### src/sv/pkwcr_pkg.sv
// Shared types and constants for the per-key write conflict resolver.
// No dependencies; imported by the controller, the datapath and the top level.
package pkwcr_pkg;

    localparam int TABLE_ENTRIES = 16;
    localparam int IDX_W         = $clog2(TABLE_ENTRIES);

    // Policy register codes
    localparam logic [1:0] POL_PRIORITY = 2'd0;
    localparam logic [1:0] POL_LAST     = 2'd1;
    localparam logic [1:0] POL_FIRST    = 2'd2;
    localparam logic [1:0] POL_CUSTOM   = 2'd3;

    typedef struct packed {
        logic [63:0] req_key;
        logic [31:0] request_id;
        logic [7:0]  priority_req;
        logic [63:0] new_value;
        logic        is_delete;
        logic        end_of_group;
    } t_req;

    typedef struct packed {
        logic        has_change;
        logic [63:0] out_key;
        logic [63:0] out_value;
        logic        last_result;
        logic        overflow;
    } t_res;

    // Controller to datapath
    typedef struct packed {
        logic apply;
        logic scan;
        logic clear;
    } t_cmd;

    // Datapath to controller
    typedef struct packed {
        logic scan_last;
    } t_sts;

endpackage

### src/sv/per_key_write_conflict_resolver.sv
// Top level of the per-key write conflict resolver: controller plus datapath.
// Depends on pkwcr_pkg, pkwcr_ctrl and pkwcr_dp.
//
//  channel   handshake                 payload      direction
//  request   start & !busy             i_req        in
//  result    o_strobe (no back-press)  o_result     out
//  policy    i_cfg_valid & o_cfg_ready i_cfg_data   in
//
// Cycles: one item per cycle while no group end is seen; the table lookup is a
// parallel key compare, so each item is applied in the cycle it is accepted.
// An item marked end-of-group starts a sweep over all TABLE_ENTRIES (16) entries of
// the table, one entry per cycle; busy is high throughout. Each result appears
// in the cycle after its entry is swept, for exactly one cycle.
// Reset (synchronous, active low) empties the table, clears overflow and sets
// the policy to priority. The receiver cannot stall results.
module per_key_write_conflict_resolver import pkwcr_pkg::*; (
    input  logic       i_clk,
    input  logic       i_rst_n,
    // request channel
    input  logic       start,
    output logic       busy,
    input  t_req       i_req,
    // result channel
    output logic       o_strobe,
    output t_res       o_result,
    // policy register write channel
    input  logic       i_cfg_valid,
    output logic       o_cfg_ready,
    input  logic [1:0] i_cfg_data
);

    t_cmd cmd;
    t_sts sts;

    // Policy writes land at once; the user must write the register only while idle, which the block leaves unchecked
    assign o_cfg_ready = 1'b1;

    pkwcr_ctrl u_ctrl (
        .i_clk   (i_clk),
        .i_rst_n (i_rst_n),
        .i_start (start),
        .i_eog   (i_req.end_of_group),
        .o_busy  (busy),
        .o_cmd   (cmd),
        .i_sts   (sts)
    );

    // Table, winner selection and result register
    pkwcr_dp u_dp (
        .i_clk      (i_clk),
        .i_rst_n    (i_rst_n),
        .i_cmd      (cmd),
        .o_sts      (sts),
        .i_req      (i_req),
        .i_cfg_we   (i_cfg_valid & o_cfg_ready),
        .i_cfg_data (i_cfg_data),
        .o_strobe   (o_strobe),
        .o_result   (o_result)
    );

endmodule

### src/sv/pkwcr_ctrl.sv
// Sequencer of the conflict resolver: accept items, then sweep the table at group end.
// Depends on pkwcr_pkg.
module pkwcr_ctrl import pkwcr_pkg::*; (
    input  logic i_clk,
    input  logic i_rst_n,
    input  logic i_start,
    input  logic i_eog,
    output logic o_busy,
    output t_cmd o_cmd,
    input  t_sts i_sts
);

    localparam logic S_IDLE  = 1'b0;
    localparam logic S_DRAIN = 1'b1;

    logic r_state;
    logic n_state;

    always_comb begin
        o_cmd.apply = (r_state == S_IDLE) && i_start;
        o_cmd.scan  = (r_state == S_DRAIN);
        o_cmd.clear = (r_state == S_DRAIN) && i_sts.scan_last;
        n_state     = r_state;
        case (r_state)
            S_IDLE: begin
                if (i_start && i_eog) begin
                    n_state = S_DRAIN;
                end
            end
            S_DRAIN: begin
                if (i_sts.scan_last) begin
                    n_state = S_IDLE;
                end
            end
            default: begin
                n_state = S_IDLE;
            end
        endcase
    end

    assign o_busy = (r_state != S_IDLE);

    always_ff @(posedge i_clk) begin
        if (!i_rst_n) begin
            r_state <= S_IDLE;
        end else begin
            r_state <= n_state;
        end
    end

endmodule

### src/sv/pkwcr_dp.sv
// Datapath of the conflict resolver: key table, winner selection, drain and result register.
// Depends on pkwcr_pkg; driven by pkwcr_ctrl.
module pkwcr_dp import pkwcr_pkg::*; (
    input  logic       i_clk,
    input  logic       i_rst_n,
    input  t_cmd       i_cmd,
    output t_sts       o_sts,
    input  t_req       i_req,
    input  logic       i_cfg_we,
    input  logic [1:0] i_cfg_data,
    output logic       o_strobe,
    output t_res       o_result
);

    function automatic logic beats(input logic [1:0] pol,
                                   input logic [31:0] id, input logic [7:0] pri,
                                   input logic [31:0] bid, input logic [7:0] bpri);
        logic b;
        case (pol)
            POL_PRIORITY:        b = (pri > bpri) || ((pri == bpri) && (id < bid));
            POL_LAST:            b = (id > bid);
            POL_FIRST, POL_CUSTOM: b = (id < bid);
            default:             b = (id < bid);
        endcase
        return b;
    endfunction

    logic [1:0]               r_policy;
    logic [TABLE_ENTRIES-1:0] r_valid;
    logic [TABLE_ENTRIES-1:0] r_del;
    logic [63:0]              r_key [TABLE_ENTRIES];
    logic [31:0]              r_id  [TABLE_ENTRIES];
    logic [7:0]               r_pri [TABLE_ENTRIES];
    logic [63:0]              r_val [TABLE_ENTRIES];
    logic                     r_ovf;
    logic [IDX_W-1:0]         r_idx;
    logic                     r_strobe;
    t_res                     r_res;

    logic [TABLE_ENTRIES-1:0] match;
    logic [TABLE_ENTRIES-1:0] win;
    logic [TABLE_ENTRIES-1:0] we;
    logic [TABLE_ENTRIES-1:0] live;
    logic [TABLE_ENTRIES-1:0] above;
    logic                     hit;
    logic                     any_free;
    logic [IDX_W-1:0]         free_idx;
    logic                     ovf_set;
    logic                     is_last_idx;
    logic                     n_strobe;
    t_res                     n_res;

    // Lookup: parallel key compare, lowest free entry
    always_comb begin
        free_idx = '0;
        for (int i = TABLE_ENTRIES - 1; i >= 0; i--) begin
            match[i] = r_valid[i] && (r_key[i] == i_req.req_key);
            win[i]   = match[i] && beats(r_policy, i_req.request_id, i_req.priority_req,
                                         r_id[i], r_pri[i]);
            if (!r_valid[i]) begin
                free_idx = IDX_W'(i);
            end
        end
        hit      = |match;
        any_free = ~&r_valid;
        for (int i = 0; i < TABLE_ENTRIES; i++) begin
            we[i] = i_cmd.apply &&
                    (win[i] || (!hit && any_free && (free_idx == IDX_W'(i))));
        end
        ovf_set = i_cmd.apply && !hit && !any_free;
    end

    // Drain: one entry per cycle; the empty result goes out on the final slot
    always_comb begin
        live        = r_valid & ~r_del;
        above       = (live >> r_idx) >> 1;
        is_last_idx = (r_idx == IDX_W'(TABLE_ENTRIES - 1));
        n_strobe    = i_cmd.scan && (live[r_idx] || (is_last_idx && (live == '0)));
        n_res.has_change   = live[r_idx];
        n_res.out_key      = live[r_idx] ? r_key[r_idx] : 64'd0;
        n_res.out_value    = live[r_idx] ? r_val[r_idx] : 64'd0;
        n_res.last_result  = (above == '0);
        n_res.overflow     = r_ovf;
        o_sts.scan_last    = is_last_idx;
    end

    always_ff @(posedge i_clk) begin
        if (!i_rst_n) begin
            r_policy <= POL_PRIORITY;
            r_valid  <= '0;
            r_ovf    <= 1'b0;
            r_idx    <= '0;
            r_strobe <= 1'b0;
        end else begin
            if (i_cfg_we) begin
                r_policy <= i_cfg_data;
            end
            r_strobe <= n_strobe;
            if (i_cmd.clear) begin
                r_valid <= '0;
                r_ovf   <= 1'b0;
                r_idx   <= '0;
            end else begin
                r_valid <= r_valid | we;
                if (ovf_set) begin
                    r_ovf <= 1'b1;
                end
                if (i_cmd.scan) begin
                    r_idx <= r_idx + 1'b1;
                end
            end
        end
    end

    always_ff @(posedge i_clk) begin
        for (int i = 0; i < TABLE_ENTRIES; i++) begin
            if (we[i]) begin
                r_key[i] <= i_req.req_key;
                r_id[i]  <= i_req.request_id;
                r_pri[i] <= i_req.priority_req;
                r_val[i] <= i_req.new_value;
                r_del[i] <= i_req.is_delete;
            end
        end
        if (n_strobe) begin
            r_res <= n_res;
        end
    end

    assign o_strobe = r_strobe;
    assign o_result = r_res;

`ifndef SYNTHESIS
    a_key_unique: assert property (@(posedge i_clk) disable iff (!i_rst_n)
        $onehot0(match))
        else $error("key found in more than one table entry");
    a_clear_empties: assert property (@(posedge i_clk) disable iff (!i_rst_n)
        i_cmd.clear |=> (r_valid == '0) && !r_ovf && (r_idx == '0))
        else $error("table not emptied after group end");
    a_empty_end_last: assert property (@(posedge i_clk) disable iff (!i_rst_n)
        (r_strobe && !r_res.has_change) |-> r_res.last_result && (r_valid == '0))
        else $error("empty group end not final or table still holding entries");
    a_no_apply_in_scan: assert property (@(posedge i_clk) disable iff (!i_rst_n)
        i_cmd.scan |-> !i_cmd.apply && (we == '0))
        else $error("table written during drain");
`endif

endmodule

### config.mk
export PLATFORM = sky130hd
export DESIGN_NAME = per_key_write_conflict_resolver
export DESIGN_NICKNAME = d
export VERILOG_FILES = /design/src/sv/pkwcr_pkg.sv /design/src/sv/per_key_write_conflict_resolver.sv /design/src/sv/pkwcr_ctrl.sv /design/src/sv/pkwcr_dp.sv
export SDC_FILE = /design/constraint.sdc
export NUM_CORES = 2
export LEC_CHECK = 0
export ABC_AREA = 1
export BUFFER_PORTS_ARGS = -buffer_cell sky130_fd_sc_hd__buf_2
export CORE_MARGIN = 1
export CORE_UTILIZATION = 45
export CTS_CLUSTER_DIAMETER = 120
export DETAILED_ROUTE_END_ITERATION = 10
export PLACE_DENSITY = 0.58
export SYNTH_ARGS = -nofsm -noshare
export SYNTH_HDL_FRONTEND = slang
export SYNTH_SLANG_ARGS = --single-unit
### constraint.sdc
create_clock -name i_clk -period 26.4 [get_ports i_clk]
set_input_delay 1.32 -clock i_clk [delete_from_list [all_inputs] [get_ports i_clk]]
set_output_delay 1.32 -clock i_clk [all_outputs]
set_load 0.02 [all_outputs]
==> reports/results.ini <==
[layout]
fin_area_um2=152300
final_common_cell=edfxtp_1
utilization=0.5084
nNetsFinal=13590
layout_common_cells=edfxtp_1 (2,835), nor2_1 (1,732), o21ai_0 (1,723), nand2_1 (1,573), inv_1 (1,148)
layout-drive-gt1-share=0.08808
fin_cells=17060
syn_to_final_growth_pct=12.43

[placed_design]
port_buffers=308
hpwl_mm=494.9
placed_cell_area_um2=141700
dp.cells=16410
gp_congestion=1.130

[die]
start_util=0.4522
ioPinCount=310
core_area_um2=299500
die_area_um2=303200
rows=201
die_h_um=550.6
die_w_um=550.6

[power_and_ir_drop]
leakagePower_nw=56.83
max-vdd-ir-drop_uv=63.38
p_per_area_nw_per_um2=69.18

[critical_path]
path_common_cell=nand2_1
crit_family=buffers and inverters
worstSetupStartpointType=input pin
crit_fanout=55
crit_path_max_incr_delay_ps=1340
crit_chain=buf_2 > inv_2 > o21ai_0 > nor2_1 > nand2_1 > nor2_1 > nand2_1 > nor2_1 > nand3_1 > nand2_1 > nor2_1 > nand2_1 > nor2_4 > nand3_1 > nand2_1 > nand2_1 > inv_8 > buf_4 > buf_4 > buf_4
arrival_ps=9240
crit_buf_inv=6
cp_data_required_time_ps=26960
cp-end-kind=flip-flop
criticalPathCategory=in2reg
crit_slowest_cell=o21ai_0

[global_route]
grt_max_degree=241
grt_first_pass_wirelength_mm=912.7
grt_pass1_vias=99770
grt_overflow=0
antenna_found_initial=136
track_usage=0.4546

[timing]
max_freq_ghz=0.1152
fin_crit_sh=0.3288
rsz0062_at_grt=false
worstMarginPinSlew_ps=1679
slew_headroom=-0.1314
tns_ps=0
period_needed_ps=8679
hold_viol_final=0
whs_ps=577.7
setup_viol=0
maxSlewViolCount=16
finClkSkew_ps=71.98

[clock_tree]
cts_tree=done
cts_made_buffers=315
h-tree-depth=5
cts_setup_buffers=0
clk_pin_slew_worst_paths_ps=60
clock_sinks=2860
clk_latency_ps=970
cts_resized=0
hold_buffers=0
cts_root_buf=clkbuf_16
cts.path.max_buffers=4

[logic_synthesis]
syn_nets=13280
synthDistinctLibCells=52
synth_area_um2=135500
synthCells=12470
synth_xor_xnor_area_share=0.01869
yosys-top-cells-area=edfxtp_1 (63%), o21ai_0 (6.4%), ha_1 (5.9%)
synth_top_area_cell=edfxtp_1
synth-compound-area-share=0.1285
async_reset_ff_frac=0
synth-simple-area-share=0.1075
yosys_most_used_dff=edfxtp_1
ys_ff_latch=2860
synthAdderAreaFrac=0.05921
synth_top_cell_area_share=0.6285
synth_enable_flop_cells=2835
synth_top_family_by_area=compound AO/OA/AOI/OAI gates
seq_area_frac_synth=0.6322
synthMuxAreaShare=0.00007390
ys_warn_count=0
syn_avg_cell_area_um2=10.87

[routing]
vias=110100
viasPerCell=6.458
drtIter0Drc=19450
dr.pass1.iters=7
route.detailed.drc=0
wl_mm=704.0
postRouteAntennaNets=0
avgRoutedWirePerCell_um=41.28

[min_path]
hold_class=reg2reg

[outcome]
violations=capacitance limit, slew limit
outcome=complete, but fails checks

[flow_run]
maxCapViolCount=10

## cells by family (layout without fill, tap and decap cells)
kind of cell | Yosys count | count (layout)
adder cells (fa/ha/maj) | 641 | 641
buffers and inverters | 1806 | 2374
AND/OR/NAND/NOR | 3698 | 3698
multiplexers | 1 | 1
AO/OA/AOI/OAI | 3169 | 3169
other | 1 | 65
flip-flops | 2860 | 2860
XOR/XNOR | 289 | 289
## report_power, final
part | total, mW | switching [mW] | internal [mW]
clock network | 4.53 | 1.98 | 2.55
registers | 5.06 | 0.0259 | 5.03
logic | 0.946 | 0.740 | 0.207
## tightest hold or removal path, stage by stage, from the launching register on
cell	delay, ps
dfxtp_1	370
nand2_1	110
a21oi_1	60
## registers in the layout, summed over array words and instances, names as in the netlist, 2 cells and up
signal and cells:
u_dp.r_idx 4, u_dp.r_policy 2, u_dp.r_id 512, u_dp.r_valid 16
u_dp.r_key 1024, u_dp.r_val 1024, u_dp.r_del 16, u_dp.r_pri 128
u_dp.o_result 131
## path summary, 6_finish.rpt
kind	start	end	slack (ps)	cells past startpoint
max	i_req[153]	u_dp.r_key[4][31]	17720	20
min	u_ctrl.o_busy	u_dp.r_idx[2]	580	2
max reg2reg	u_dp.r_key[6][47]	u_dp.r_key[4][31]	18970	18
min reg2reg	u_ctrl.o_busy	u_dp.r_idx[2]	580	2
## routing by layer
| metal | track usage | share of wire |
|---|---|---|
| met1 | 0.6177 | 0.39 |
| met2 | 0.6259 | 0.40 |
| met3 | 0.1665 | 0.14 |
| met4 | 0.2519 | 0.065 |
| met5 | 0 | 0.00084 |
## cells in the mapped netlist, types with 43 or more instances
library cell     n
o22ai_1        286
inv_2           43
nor3_1          53
buf_1           49
a31oi_1         60
nor2_1        1735
xor2_1         190
nand2_1       1574
clkbuf_1       334
buf_2          123
inv_1         1171
o211ai_1        51
a311oi_1        93
a221oi_1       102
ha_1           641
edfxtp_1      2835
o21ai_0       1733
a21oi_1        658
xnor2_1         99
nand3_1        194
nand4_1         96
buf_4           70
o21ai_1        108
## per-stage QoR
stage	total power, mW	setup WS, ps
after floorplan	5.568	18060
after global placement	6.035	17420
after detailed placement	6.053	17470
after CTS	10.50	18440
after global routing	10.73	18060
final	10.54	17720
## area by class of cell
class	count	area, um2
fill	26070	147200
sequential	2860	85650
multi-input combinational	7799	42640
clock buffer	385	8208
tap	3958	4952
inverter	1218	4716
timing repair buffer	581	3757
clock inverter	190	2207
antenna	64	160.2
No activity file was read; power rests on OpenSTA's default activity.
